## config.mk

```make
export PLATFORM = sky130hd
export DESIGN_NAME = dda_div
export DESIGN_NICKNAME = d
export VERILOG_FILES = /design/src/design/dda_column_raycaster_assert.svh /design/src/design/dda_pkg.sv /design/src/design/dda_div.sv
export SDC_FILE = /design/constraint.sdc
export NUM_CORES = 1
export LEC_CHECK = 0
export BUFFER_PORTS_ARGS = -buffer_cell sky130_fd_sc_hd__buf_2
export CORE_MARGIN = 3
export CORE_UTILIZATION = 60
export DETAILED_ROUTE_END_ITERATION = 7
export GPL_TIMING_DRIVEN = 0
export HOLD_SLACK_MARGIN = 0.08
export PLACE_DENSITY = 0.84
export REMOVE_ABC_BUFFERS = 1
export SLEW_MARGIN = 20
export SYNTH_ARGS = -nofsm -noshare
export SYNTH_HDL_FRONTEND = slang
export SYNTH_SLANG_ARGS = --single-unit
export TNS_END_PERCENT = 30
```

## constraint.sdc

```tcl
create_clock -name i_clk -period 6.7 [get_ports i_clk]
set_clock_uncertainty 0.2 [all_clocks]
set_input_delay 1.34 -clock i_clk [delete_from_list [all_inputs] [get_ports i_clk]]
set_output_delay 1.34 -clock i_clk [all_outputs]
set_load 0.005 [all_outputs]
```

## src/design/dda_column_raycaster_assert.svh

```systemverilog
// assertion macros shared by the raycaster rtl
`ifndef DDA_COLUMN_RAYCASTER_ASSERT_SVH
`define DDA_COLUMN_RAYCASTER_ASSERT_SVH

// same-cycle implication, checked outside reset
`define DDA_ASSERT_NOW(label, clk, rst_n, ante, cons, msg) \
    label: assert property (@(posedge clk) disable iff (!rst_n) (ante) |-> (cons)) \
        else $error(msg);

// next-cycle implication, checked outside reset
`define DDA_ASSERT_NEXT(label, clk, rst_n, ante, cons, msg) \
    label: assert property (@(posedge clk) disable iff (!rst_n) (ante) |=> (cons)) \
        else $error(msg);

`endif

```

## src/design/dda_pkg.sv

```systemverilog
`timescale 1ns / 1ps
`default_nettype none
package dda_pkg;

    localparam int SCREEN_WIDTH  = 320;
    localparam int SCREEN_HEIGHT = 200;
    localparam int TEX_SIZE      = 64;
    localparam int DIV_W         = 32;

    // ceil(2^21 / 5): column * 32768 / SCREEN_WIDTH is column * 512 / 5,
    // so the screen position is (column * CAM_RECIP) >> 12
    localparam int CAM_RECIP     = 419431;

    localparam logic OP_WRITE = 1'b0;
    localparam logic OP_CAST  = 1'b1;

    localparam logic SIDE_X = 1'b0;
    localparam logic SIDE_Y = 1'b1;

    localparam logic [1:0] FACE_WEST  = 2'd0;
    localparam logic [1:0] FACE_EAST  = 2'd1;
    localparam logic [1:0] FACE_NORTH = 2'd2;
    localparam logic [1:0] FACE_SOUTH = 2'd3;

    localparam logic [2:0] CFG_CAMERA_X    = 3'd0;
    localparam logic [2:0] CFG_CAMERA_Y    = 3'd1;
    localparam logic [2:0] CFG_VIEW_DIR_X  = 3'd2;
    localparam logic [2:0] CFG_VIEW_DIR_Y  = 3'd3;
    localparam logic [2:0] CFG_CAM_PLANE_X = 3'd4;
    localparam logic [2:0] CFG_CAM_PLANE_Y = 3'd5;
    localparam logic [2:0] CFG_GRID_WIDTH  = 3'd6;
    localparam logic [2:0] CFG_GRID_HEIGHT = 3'd7;

    typedef struct packed {
        logic       operation;
        logic [8:0] column;
        logic [5:0] cell_x;
        logic [5:0] cell_y;
        logic       solid_bit;
    } t_in;

    typedef struct packed {
        logic [15:0]       perp_distance;
        logic              hit_side;
        logic [1:0]        wall_face;
        logic signed [7:0] hit_cell_x;
        logic signed [7:0] hit_cell_y;
        logic              wall_found;
        logic [5:0]        texture_column;
        logic [15:0]       wall_height;
    } t_out;

    typedef struct packed {
        logic             start;
        logic [DIV_W-1:0] num;
        logic [DIV_W-1:0] den;
    } t_div_req;

    typedef struct packed {
        logic             done;
        logic [DIV_W-1:0] quot;
    } t_div_rsp;

endpackage
`default_nettype wire

```

## src/design/dda_div.sv

```systemverilog
`timescale 1ns / 1ps
`default_nettype none
module dda_div (
    input  wire logic             i_clk,
    input  wire logic             i_rst_n,
    input  wire dda_pkg::t_div_req i_req,
    output dda_pkg::t_div_rsp     o_rsp
);
    localparam int W  = dda_pkg::DIV_W;
    localparam int CW = $clog2(W + 1);

    logic [W-1:0]  r_quo;
    logic [W-1:0]  r_rem;
    logic [W-1:0]  r_den;
    logic [CW-1:0] r_cnt;
    logic          r_busy;
    logic          r_done;
    logic [W:0]    trial;
    logic          fits;

    // one quotient bit per cycle, restoring
    assign trial = {r_rem, r_quo[W-1]};
    assign fits  = trial >= {1'b0, r_den};

    always_ff @(posedge i_clk) begin
        if (!i_rst_n) begin
            r_busy <= 1'b0;
            r_done <= 1'b0;
            r_cnt  <= '0;
        end else begin
            r_done <= 1'b0;
            if (i_req.start) begin
                r_busy <= 1'b1;
                r_cnt  <= CW'(W);
            end else if (r_busy) begin
                r_cnt <= r_cnt - 1'b1;
                if (r_cnt == CW'(1)) begin
                    r_busy <= 1'b0;
                    r_done <= 1'b1;
                end
            end
        end
    end

    always_ff @(posedge i_clk) begin
        if (i_req.start) begin
            r_quo <= i_req.num;
            r_rem <= '0;
            r_den <= i_req.den;
        end else if (r_busy) begin
            r_rem <= fits ? W'(trial - {1'b0, r_den}) : trial[W-1:0];
            r_quo <= {r_quo[W-2:0], fits};
        end
    end

    assign o_rsp.done = r_done;
    assign o_rsp.quot = r_quo;
endmodule
`default_nettype wire

```

## Yosys cells after proc, flatten, opt, wreduce, memory -nomap -nowiden

Cells that the tools add are included.
W data, S select, Z words.

- Flip-flop bits (word level): 104
- Input port bits: 67
- Output and inout port bits: 33
- Word-level logic and storage cells: 25

- $add $sub $neg: 2
- Order comparisons: 1
- Equal/unequal tests: 1
- Multiplexer cells: 9
- Bitwise gates (word level): 2
- Reductions and logical operators: 3

Operator list:

| operator | count |
|---|---|
| $mux W32 | 3 |
| $ge A33 B32 Y1 | 1 |
| $sub A32 B32 Y32 | 1 |
| $mux W6 | 2 |
| $eq A6 B1 Y1 const B | 1 |
| $sub A6 B1 Y6 const B | 1 |
| $mux W1 | 4 |
| $reduce_or A3 Y1 | 1 |
| $not A1 Y1 | 2 |
| $reduce_bool A2 Y1 | 1 |
| $reduce_or A2 Y1 | 1 |

## Depth between registers and ports, before layout

Gate-level depths: netlist of run 1.

- Word-level depth: 4
- Depth in mapped cells: 14
- Depth with buffers taken out: 12

## Worst setup path before layout of run 1

Ideal clock, no wire load.

- Path kind: register to register
- Start point: reg r_quo[31]
- End point: reg r_rem[28]
- Library setup time: 0.091 ns
- Data arrival time: 2.696 ns
- Data required time: 6.409 ns
- Setup slack: 3.713 ns
- Cell stages (with the launch flop): 12
- Buffers on the path: 0
- Period minus slack after synthesis: 2.987 ns
- Cells stage by stage: edfxtp_1 -> inv_1 -> ha_1 -> fa_1 -> nand2b_1 -> a21oi_2 -> nor4b_4 -> o211ai_2 -> o211ai_2 -> o311a_1 -> or4_1 -> a311oi_1

- Word-level cells in the longest chain between the ends: 2
- Elaborated cells between the ends (all ways): 3
- Classes of those cells: add/sub (1); order compare (1); mux (1)

RTL lines:

| item | RTL line | text |
|---|---|---|
| start, declared | dda_div.sv:12 | `logic [W-1:0] r_quo;` |
| start signal, assigned | dda_div.sv:47 | `r_quo <= i_req.num;` |
| start signal, assigned | dda_div.sv:52 | `r_quo <= {r_quo[W-2:0], fits};` |
| $sub A32 B32 Y32 or $ge A33 B32 Y1 (tied branches) | dda_div.sv:51, dda_div.sv:23 |  |
| $mux W32 (*) | dda_div.sv:51 | `r_rem <= fits ? W'(trial - {1'b0, r_den}) : trial[W-1:0];` |
| end signal, assigned | dda_div.sv:51 |  |
| end, declared | dda_div.sv:13 | `logic [W-1:0] r_rem;` |

Every way passes the cells marked *; elsewhere a longest branch is shown, timed or not.
A chain may end at the register's enable or synchronous reset.

## Worst setup path in the final report of run 1

- Start point: reg r_den[22]
- End point: reg r_rem[7]

- Word-level cells in the longest chain between the ends: 2

RTL lines:

| item | RTL line | text |
|---|---|---|
| start, declared | dda_div.sv:14 | `logic [W-1:0] r_den;` |
| start signal, assigned | dda_div.sv:49 | `r_den <= i_req.den;` |
| $ge A33 B32 Y1 | dda_div.sv:23 | `assign fits = trial >= {1'b0, r_den};` |
| $mux W32 | dda_div.sv:51 |  |

Every way passes these cells.

==> results.cfg, run 1 <==
[pwr]
power.internal_mw = 1.13
swShare_pct = 31.7
p_clk_share_pct = 25.1
comb_power_share_pct = 27.6
seqPwrFrac_pct = 47.3
ir_worst_vdd_uv = 168
power.switching_uw = 524
power_leakage_nw = 2.94
powerDensity_mw_per_mm2 = 245
power_mw = 1.65

[logic_synthesis]
syn_area_mm2 = 0.00592
yosys-top-cells-count = 70 x nor2_1, 64 x edfxtp_1, 50 x a21oi_1
async_flop_share_pct = 0
synth-seq-cells = 104
synth_top_area_share_pct = 32.5
ys.flop_type = edfxtp_1
syn_area_per_cell_um2 = 10.2
synth_edf_count = 64
synthTopCellsByArea = edfxtp_1 32%, dfxtp_1 14%, ha_1 7.2%
ys_types = 52
synth.most_common_cell = nor2_1
synthCells = 583
yosysTopAreaCell = edfxtp_1
synth_warnings = 0
ys_seq_area_share_pct = 46.0

[timing]
setup_tns_ps = 0
fmaxAchievable_mhz = 282
slew_headroom_pct = 50.9
rsz0062_at_grt = no
period_minus_slack_ps = 3550
setup_viol = 0
fin_crit_sh_pct = 52.9
hold_viol = 0
slew_violations = 0
tightest_slew_ps = 737

[die]
die_height_um = 105
die-area_mm2 = 0.0111
die_w_um = 105
io-pin-count = 100
core.rowCount = 35
initial_core_util_pct = 62.9
coreArea_mm2 = 0.00942

[grt]
grt_pass1_wl_um = 21700
antenna_found_initial = 0
first_global_vias = 4651
gr-total-overflow = 0
grt_start_max_net_pins = 62
track_usage_pct = 24.1

[setup_path]
reg2reg_depth = 13
worstSetupPathType = reg -> reg
path_cells = inv_1, ha_1, nand3_1, nor4_1, a31oi_1, o21ai_0, a211o_1, a41oi_4, buf_16, buf_16, mux2_2, mux2i_1, nor2_1
worst-path-max-fanout = 24
rrSetupSlack_ps = 3150
worst-path-stages = 13
crit_top_cell = buf_16
r2r_end = r_rem[7]$_SDFFE_PP0P_
crit_path_start_kind = register
worstPathRequired_ps = 6770
cp_top_family = compound AO/OA/AOI/OAI gates
crit_arrival_ps = 3610
slowest_stage = a41oi_4
timing.rr.start = r_den[22]$_DFFE_PP_
critical_path.max_stage_delay_ps = 470
path_buf_inv = 3
endpoint_kind = register

[clock_network]
clkLatencyLatePin_ps = 390
path_clk_slew_ps = 100
h-tree-depth = 3
cts_tree = yes
cts_setup_buffers = 0
numCtsBuffers = 9
clockRootBuffer = clkbuf_8
cts_resized = 0
holdBufCountCts = 0
clockBufferDepth = 2
cts_sinks = 104

[worst_hold_path]
hold_depth = 2
min_path_type = reg -> reg
min_from = r_rem[9]$_SDFFE_PP0P_
min_to = r_rem[9]$_SDFFE_PP0P_

[run]
cap_viol_max_count = 0

[placed_design]
post_dp_cell_area_mm2 = 0.00655
dp_hpwl_um = 9420
globalplace.congestion = 0.895
port_buffers = 99

[routing]
wl_met1_um = 5390
detail_route.vias_per_cell = 5.80
wl_per_cell_um = 16.1
dr.pass1.iters = 5
vias = 4646
routed-wl-met3_um = 1100
detail-route-antenna-nets = 0
wl_met2_um = 6120
drt_iter0_markers = 316
wirelength_um = 12900
highest-signal-layer = met4
drc = 0

[cells_and_area]
nNetsFinal = 769
fin_area_mm2 = 0.00675
n_antenna_cell = 0
drive_above_1_share_pct = 24.1
syn2layout_area_growth_pct = 14.0

[outcome]
status = completed
[worst register-to-register path: stages (launching register included)]
cell and delay, ps:
edfxtp_1 350, inv_1 50, ha_1 400, nand3_1 240, nor4_1 110, a31oi_1 180
o21ai_0 120, a211o_1 360, a41oi_4 470, buf_16 230, buf_16 180, mux2_2 360
mux2i_1 130, nor2_1 50
[registers in the layout, indices dropped and copies added (netlist names)]
register,count
r_busy,1
r_rem,32
r_den,32
r_done,1
r_cnt,6
r_quo,32
[logic make-up after synthesis]
| family | share of synthesized area (%) |
|---|---|
| AOI/OAI and AO/OA | 16.0 |
| xor gates and xnor gates | 4.73 |
| adders and majority gates | 7.52 |
| buffers and inverters | 5.13 |
| DFF | 46.0 |
| muxes | 8.64 |
| and+or+nand+nor | 12.0 |
[worst max-delay path by stage]
stage | from | to | slack [ps]
after floorplan | r_den[4]$_DFFE_PP_ | r_rem[10]$_SDFFE_PP0P_ | 3310
after global placement | i_req[64] | r_quo[22]$_DFFE_PP_ | 2440
after detailed placement | r_den[4]$_DFFE_PP_ | r_rem[7]$_SDFFE_PP0P_ | 3210
after CTS | r_den[4]$_DFFE_PP_ | r_rem[7]$_SDFFE_PP0P_ | 3190
after global routing | r_den[16]$_DFFE_PP_ | r_rem[7]$_SDFFE_PP0P_ | 2970
final | r_den[22]$_DFFE_PP_ | r_rem[7]$_SDFFE_PP0P_ | 3150
[metrics by stage]
step / worst slack, ps / util, % / instances / hold slack (ps)
2_1_floorplan: 3310 / - / 553 / 253
4_1_cts: 3190 / 71.7 / 801 / 311
3_3_place_gp: 2440 / 68.4 / 781 / 281
3_5_place_dp: 3210 / 69.6 / 785 / 296
5_1_grt: 2970 / 71.7 / 801 / 325
6_report: 3150 / 71.7 / 801 / 311
[routing by layer]
layer | vias up | GRT usage [%]
met5 | - | 0
met4 | 0 | 8.81
met3 | 25 | 7.84
met2 | 191 | 39.2
met1 | 2159 | 30.2
li1 | 2271 | -
[cell type report]
type	instances	area [um2]
Clock inverter	6	75.1
Timing Repair Buffer	103	608
Tap cell	129	161
Inverter	43	161
Clock buffer	10	128
Sequential cell	104	2720
Fill cell	672	2660
Multi-Input combinational cell	406	2900
[power by group through the flow]
stage,Clock (mW),Sequential [mW],Combinational (mW)
4_1_cts,0.427,0.781,0.453
6_report,0.415,0.782,0.456
5_1_grt,0.444,0.790,0.507
3_3_place_gp,0,0.796,0.413
3_5_place_dp,0,0.794,0.450
2_1_floorplan,0,0.790,0.309
[cells in the final DEF, fill, tap and decap left out, types with 4 or more instances in the layout]
| cell | synthesis | final |
|---|---|---|
| buf_2 | 8 | 98 |
| nor2_1 | 70 | 70 |
| edfxtp_1 | 64 | 64 |
| a21oi_1 | 50 | 50 |
| inv_1 | 43 | 43 |
| dfxtp_1 | 40 | 39 |
| ha_1 | 34 | 34 |
| mux2_2 | 33 | 33 |
| a211oi_1 | 25 | 25 |
| nand2_1 | 24 | 24 |
| xor2_1 | 16 | 16 |
| xnor2_1 | 16 | 16 |
| mux2i_1 | 14 | 14 |
| a21o_1 | 13 | 13 |
| o21ai_0 | 12 | 12 |
| nand4_1 | 10 | 10 |
| nor3_1 | 10 | 10 |
| clkbuf_8 | 0 | 9 |
| nand2b_1 | 7 | 7 |
| nand3_1 | 6 | 6 |
| a31oi_1 | 5 | 5 |
| o21bai_1 | 5 | 5 |
| o21a_1 | 4 | 4 |
| o21ai_1 | 4 | 4 |
| a211o_1 | 4 | 4 |
| and3_1 | 4 | 4 |
| o31ai_1 | 4 | 4 |
| buf_16 | 0 | 4 |
Note: power is estimated with default switching activity, not from simulation.
==> run 2, diff against run 1 <==
--- a/config.mk
+++ b/config.mk
@@ -7,11 +7,11 @@
 export LEC_CHECK = 0
 export BUFFER_PORTS_ARGS = -buffer_cell sky130_fd_sc_hd__buf_2
 export CORE_MARGIN = 3
-export CORE_UTILIZATION = 60
+export CORE_UTILIZATION = 57
 export DETAILED_ROUTE_END_ITERATION = 7
 export GPL_TIMING_DRIVEN = 0
 export HOLD_SLACK_MARGIN = 0.08
-export PLACE_DENSITY = 0.84
+export PLACE_DENSITY = 0.81
 export REMOVE_ABC_BUFFERS = 1
 export SLEW_MARGIN = 20
 export SYNTH_ARGS = -nofsm -noshare
==> constraint.sdc (replaced) <==
create_clock -name i_clk -period 3.6 [get_ports i_clk]
set_clock_uncertainty 0.2 [all_clocks]
set_input_delay 0.72 -clock i_clk [delete_from_list [all_inputs] [get_ports i_clk]]
set_output_delay 0.72 -clock i_clk [all_outputs]
set_load 0.005 [all_outputs]
==> run 2 against run 1 <==
Critical endpoint unchanged. Die area grew 5.0%. Non-clock buffer count grew 1. Clock power grew 77%.
==> results.cfg, run 2 (same netlist as run 1, synthesis figures left out) <==
[clock_network]
holdBufCountCts = 0
clockBufferDepth = 2
cts_tree = yes
cts_setup_buffers = 0
cts_resized = 0
path_clk_slew_ps = 100
clockRootBuffer = clkbuf_8
h-tree-depth = 3
numCtsBuffers = 9
clkLatencyLatePin_ps = 390
cts_sinks = 104

[grt]
antenna_found_initial = 0
track_usage_pct = 22.4
first_global_vias = 4440
grt_pass1_wl_um = 20800
gr-total-overflow = 0
grt_start_max_net_pins = 61

[timing]
slew_headroom_pct = 50.7
fin_crit_sh_pct = 91.7
tightest_slew_ps = 740
hold_viol = 0
slew_violations = 0
setup_viol = 0
fmaxAchievable_mhz = 303
setup_tns_ps = 0
fin_worst_hold_slack_ps = 296
period_minus_slack_ps = 3300
rsz0062_at_grt = no

[setup_path]
endpoint_kind = register
crit_path_start_kind = register
worst-path-max-fanout = 24
worstSetupPathType = reg -> reg
worstPathRequired_ps = 3660
crit_arrival_ps = 3360

[die]
die_w_um = 108
die_height_um = 108
coreArea_mm2 = 0.00995
io-pin-count = 100
core.rowCount = 36
initial_core_util_pct = 59.5
die-area_mm2 = 0.0116

[routing]
detail-route-antenna-nets = 0
dr.pass1.iters = 4
wl_per_cell_um = 15.3
detail_route.vias_per_cell = 5.66
vias = 4559
wirelength_um = 12300
drt_iter0_markers = 175
drc = 0

[cells_and_area]
syn2layout_area_growth_pct = 13.9
fin_area_mm2 = 0.00674
fillers = 764
final_cell_mix = 98 x buf_2, 70 x nor2_1, 64 x edfxtp_1
final_common_cell = buf_2
area.sequential_mm2 = 0.00272
top_regs = r_den: 32 flops, r_quo: 32 flops, r_rem: 32 flops
n_antenna_cell = 0
final_cells = 806
nNetsFinal = 770
drive_above_1_share_pct = 23.9
multiInputGateArea_mm2 = 0.00290

[worst_hold_path]
min_path_type = in -> reg

[placed_design]
dp_hpwl_um = 8940
globalplace.congestion = 0.935
dp_cells = 789
post_dp_cell_area_mm2 = 0.00655
port_buffers = 99

[pwr]
ir_worst_vdd_uv = 331
powerDensity_mw_per_mm2 = 450
power_mw = 3.03
power_leakage_nw = 2.93

[outcome]
status = completed

[run]
cap_viol_max_count = 0
-- run 2: per-stage QoR --
step	setup WS (ps)	utilization, %
2_1_floorplan	211	-
3_3_place_gp	-420	64.7
3_5_place_dp	64.8	65.8
4_1_cts	31.2	67.7
5_1_grt	82.7	67.7
6_report	299	67.7
-- run 2: layout make-up --
| cell class | count | area share, % |
|---|---|---|
| Clock buffer | 12 | 2.00 |
| Clock inverter | 4 | 0.798 |
| Inverter | 43 | 2.39 |
| Multi-Input combinational cell | 406 | 42.9 |
| Sequential cell | 104 | 40.4 |
| Tap cell | 133 | 2.47 |
| Timing Repair Buffer | 104 | 9.02 |
-- run 2: report_power, final --
part | switching, mW | leakage [nW] | internal (mW) | total [mW]
Sequential | 0.0649 | 0.964 | 1.38 | 1.45
Combinational | 0.464 | 1.87 | 0.382 | 0.847
Clock | 0.410 | 0.0872 | 0.325 | 0.735
-- run 2: critical path, cell delays in order (launching register included) --
cell      delay (ps)
edfxtp_1         380
inv_1             90
ha_1             310
nand3_1          240
nor4_1           110
a31oi_1          180
o21ai_0          110
a211o_1          360
a41oi_4          260
buf_16           200
buf_16           180
mux2_2           340
mux2i_1          150
nor2_1            60
-- run 2: metal layers --
metal | part of all wire [%] | global-route usage (%) | routed length, um | vias to the layer above
met5 | 0 | 0 | 0 | -
met4 | 1.5 | 6.94 | 188 | 0
met3 | 9.0 | 8.84 | 1110 | 13
met2 | 46 | 35.2 | 5680 | 146
met1 | 43 | 28.6 | 5350 | 2127
li1 | - | - | - | 2273
-- run 2: final timing paths --
path	start	end	slack (ps)	depth (start not counted)
worst max-delay path	r_den[21]$_DFFE_PP_	r_rem[7]$_SDFFE_PP0P_	300	13
worst max register to register	r_den[21]$_DFFE_PP_	r_rem[7]$_SDFFE_PP0P_	300	13
worst min-delay path	i_req[25]	r_den[25]$_DFFE_PP_	300	1
worst min register to register	r_rem[24]$_SDFFE_PP0P_	r_rem[24]$_SDFFE_PP0P_	310	2
==> run 3, diff against run 2 <==
--- a/config.mk
+++ b/config.mk
@@ -5,13 +5,15 @@
 export SDC_FILE = /design/constraint.sdc
 export NUM_CORES = 1
 export LEC_CHECK = 0
+export ABC_AREA = 1
 export BUFFER_PORTS_ARGS = -buffer_cell sky130_fd_sc_hd__buf_2
 export CORE_MARGIN = 3
-export CORE_UTILIZATION = 57
+export CORE_UTILIZATION = 60
+export CTS_BUF_LIST = sky130_fd_sc_hd__clkbuf_2
 export DETAILED_ROUTE_END_ITERATION = 7
 export GPL_TIMING_DRIVEN = 0
 export HOLD_SLACK_MARGIN = 0.08
-export PLACE_DENSITY = 0.81
+export PLACE_DENSITY = 0.83
 export REMOVE_ABC_BUFFERS = 1
 export SLEW_MARGIN = 20
 export SYNTH_ARGS = -nofsm -noshare
==> run 3 against run 2 <==
Die area rose by 7.7%. Via count grew 39%. Sequential power shrank 4%. Global-route usage is 4.5 points higher. Register-to-register slack better by 90 ps. Synthesized cell count increased by 67%. Count of clock-buffer cells in the layout down 2. Hold slack worse by 150 ps. Combinational power shrank 52%. Critical endpoint is now r_rem[17]$_SDFFE_PP0P_.
==> results.cfg, run 3 <==
[grt]
first_global_vias = 5841
gr-total-overflow = 0
grt_start_max_net_pins = 68
track_usage_pct = 26.8
grt_pass1_wl_um = 27400
antenna_found_initial = 1

[setup_path]
timing.rr.start = r_den[16]$_DFFE_PP_
path_buf_inv = 2
endpoint_kind = register
worst-path-max-fanout = 34
worstPathRequired_ps = 3910
rrSetupSlack_ps = 390
r2r_end = r_rem[17]$_SDFFE_PP0P_
cp_top_family = simple AND/OR/NAND/NOR gates
crit_arrival_ps = 3520
worstSetupPathType = reg -> reg
crit_top_cell = nand2_1
critical_path.max_stage_delay_ps = 560
reg2reg_depth = 13
crit_path_start_kind = register
path_cells = inv_1, ha_1, nand2_1, nor2_1, nand2_1, nand2_1, inv_1, nand2_2, nand2_2, nand2_4, nand2_1, nand3_1, o21ai_1
slowest_stage = nand2_4

[die]
die_w_um = 112
core.rowCount = 38
initial_core_util_pct = 61.9
die-area_mm2 = 0.0125
coreArea_mm2 = 0.0109
die_height_um = 112
io-pin-count = 100

[worst_hold_path]
min_path_type = in -> reg
hold_depth = 3
min_from = i_req[61]
min_to = r_quo[29]$_DFFE_PP_

[outcome]
status = completed

[cells_and_area]
top_regs = r_den: 32 flops, r_quo: 32 flops, r_rem: 32 flops
final_cell_mix = 400 x nand2_1, 171 x inv_1, 98 x buf_2
final_common_cell = nand2_1
nNetsFinal = 1214
drive_above_1_share_pct = 11.7
syn2layout_area_growth_pct = 17.6
fin_area_mm2 = 0.00792

[routing]
detail-route-antenna-nets = 0
wirelength_um = 17000
drc = 0
detail_route.vias_per_cell = 5.02
wl_per_cell_um = 13.6
dr.pass1.iters = 8
vias = 6321
drt_iter0_markers = 486

[pwr]
power_mw = 2.31
ir_worst_vdd_uv = 278
powerDensity_mw_per_mm2 = 291
power_leakage_nw = 4.28

[clock_network]
h-tree-depth = 3
clockBufferDepth = 2
cts_tree = yes
cts_setup_buffers = 0
cts_sinks = 104
clockRootBuffer = clkbuf_2
numCtsBuffers = 9
path_clk_slew_ps = 290
cts_resized = 0
clkLatencyLatePin_ps = 660

[placed_design]
globalplace.congestion = 0.941
dp_hpwl_um = 11700
port_buffers = 99
post_dp_cell_area_mm2 = 0.00731

[logic_synthesis]
syn_area_mm2 = 0.00674
yosys-top-cells-count = 400 x nand2_1, 171 x inv_1, 72 x nand3_1
synth_warnings = 0
synth.most_common_cell = nand2_1
async_flop_share_pct = 0
syn_area_per_cell_um2 = 6.93
ys_seq_area_share_pct = 40.4
synthCells = 973
synth_edf_count = 64
synth_top_area_share_pct = 28.5
synthTopCellsByArea = edfxtp_1 29%, nand2_1 22%, dfxtp_1 12%
synth-seq-cells = 104
ys_types = 36
ys.flop_type = edfxtp_1
yosysTopAreaCell = edfxtp_1

[timing]
slew_violations = 0
period_minus_slack_ps = 3210
slew_headroom_pct = 25.2
setup_viol = 0
fmaxAchievable_mhz = 312
rsz0062_at_grt = no
setup_tns_ps = 0
tightest_slew_ps = 1120
hold_viol = 0
fin_crit_sh_pct = 89.2

[run]
cap_viol_max_count = 0
## run 3: logic make-up (layout without fill, tap and decap cells)
kind of cell | count (synthesis) | count (layout) | synth area share [%]
xor gates and xnor gates | 15 | 15 | 1.95
adders and majority gates | 35 | 35 | 6.61
AOI/OAI and AO/OA | 53 | 54 | 4.29
other | 0 | 1 | 0
buffers and inverters | 199 | 342 | 11.7
DFF | 104 | 104 | 40.4
and+or+nand+nor | 567 | 567 | 35.1
## run 3: final cells by class
type / instances / area (um2)
Tap cell: 140 / 175
Sequential cell: 104 / 2720
Multi-Input combinational cell: 671 / 3250
Clock buffer: 10 / 50.0
Timing Repair Buffer: 151 / 1020
Fill cell: 928 / 2960
Antenna cell: 1 / 2.50
Clock inverter: 6 / 42.5
Inverter: 175 / 657
## run 3: how the worst max path moves through the flow
stage                                   start                     end  slack [ps]  cells past startpoint
after detailed placement            i_req[64]      r_quo[0]$_DFFE_PP_         320                      4
after global placement              i_req[64]     r_quo[31]$_DFFE_PP_        -360                      3
after floorplan           r_den[28]$_DFFE_PP_  r_rem[10]$_SDFFE_PP0P_        1120                     13
after CTS                 r_den[26]$_DFFE_PP_  r_rem[17]$_SDFFE_PP0P_         270                     13
final                     r_den[16]$_DFFE_PP_  r_rem[17]$_SDFFE_PP0P_         390                     13
after global routing      r_den[16]$_DFFE_PP_   r_rem[3]$_SDFFE_PP0P_         130                     13
## run 3: worst reg2reg max path: cells and delay by family, from the launching register on
family / cells / cell delay [ps]
flip-flops: 1 / 400
adder cells (fa/ha/maj): 1 / 370
buffers and inverters: 2 / 120
AND/OR/NAND/NOR: 9 / 1940
AO/OA/AOI/OAI: 1 / 80
## run 3: through the flow
stage	setup slack, ps	util, %	cells	hold slack (ps)
6_report	390	72.8	1258	151
5_1_grt	133	72.8	1258	91.7
4_1_cts	271	72.0	1249	80.3
3_5_place_dp	318	67.1	1189	258
3_3_place_gp	-358	66.9	1188	256
2_1_floorplan	1120	-	949	244
## run 3: timing repair
item	in CTS	in global routing
endpoints found under the hold margin	45	7
hold buffers	44	7
setup endpoints to repair	0	18
## run 3: per-layer routing
metal | GRT usage [%] | wire length, um
met5 | 0 | 0
met4 | 8.25 | 227
met3 | 5.16 | 1170
met2 | 44.6 | 8020
met1 | 35.8 | 7630
## run 3: report_power, final
group	total, mW	switching (mW)	internal [mW]
Clock	0.513	0.414	0.0990
Combinational	0.404	0.232	0.173
Sequential	1.39	0.0359	1.35
Total	2.31	0.682	1.62
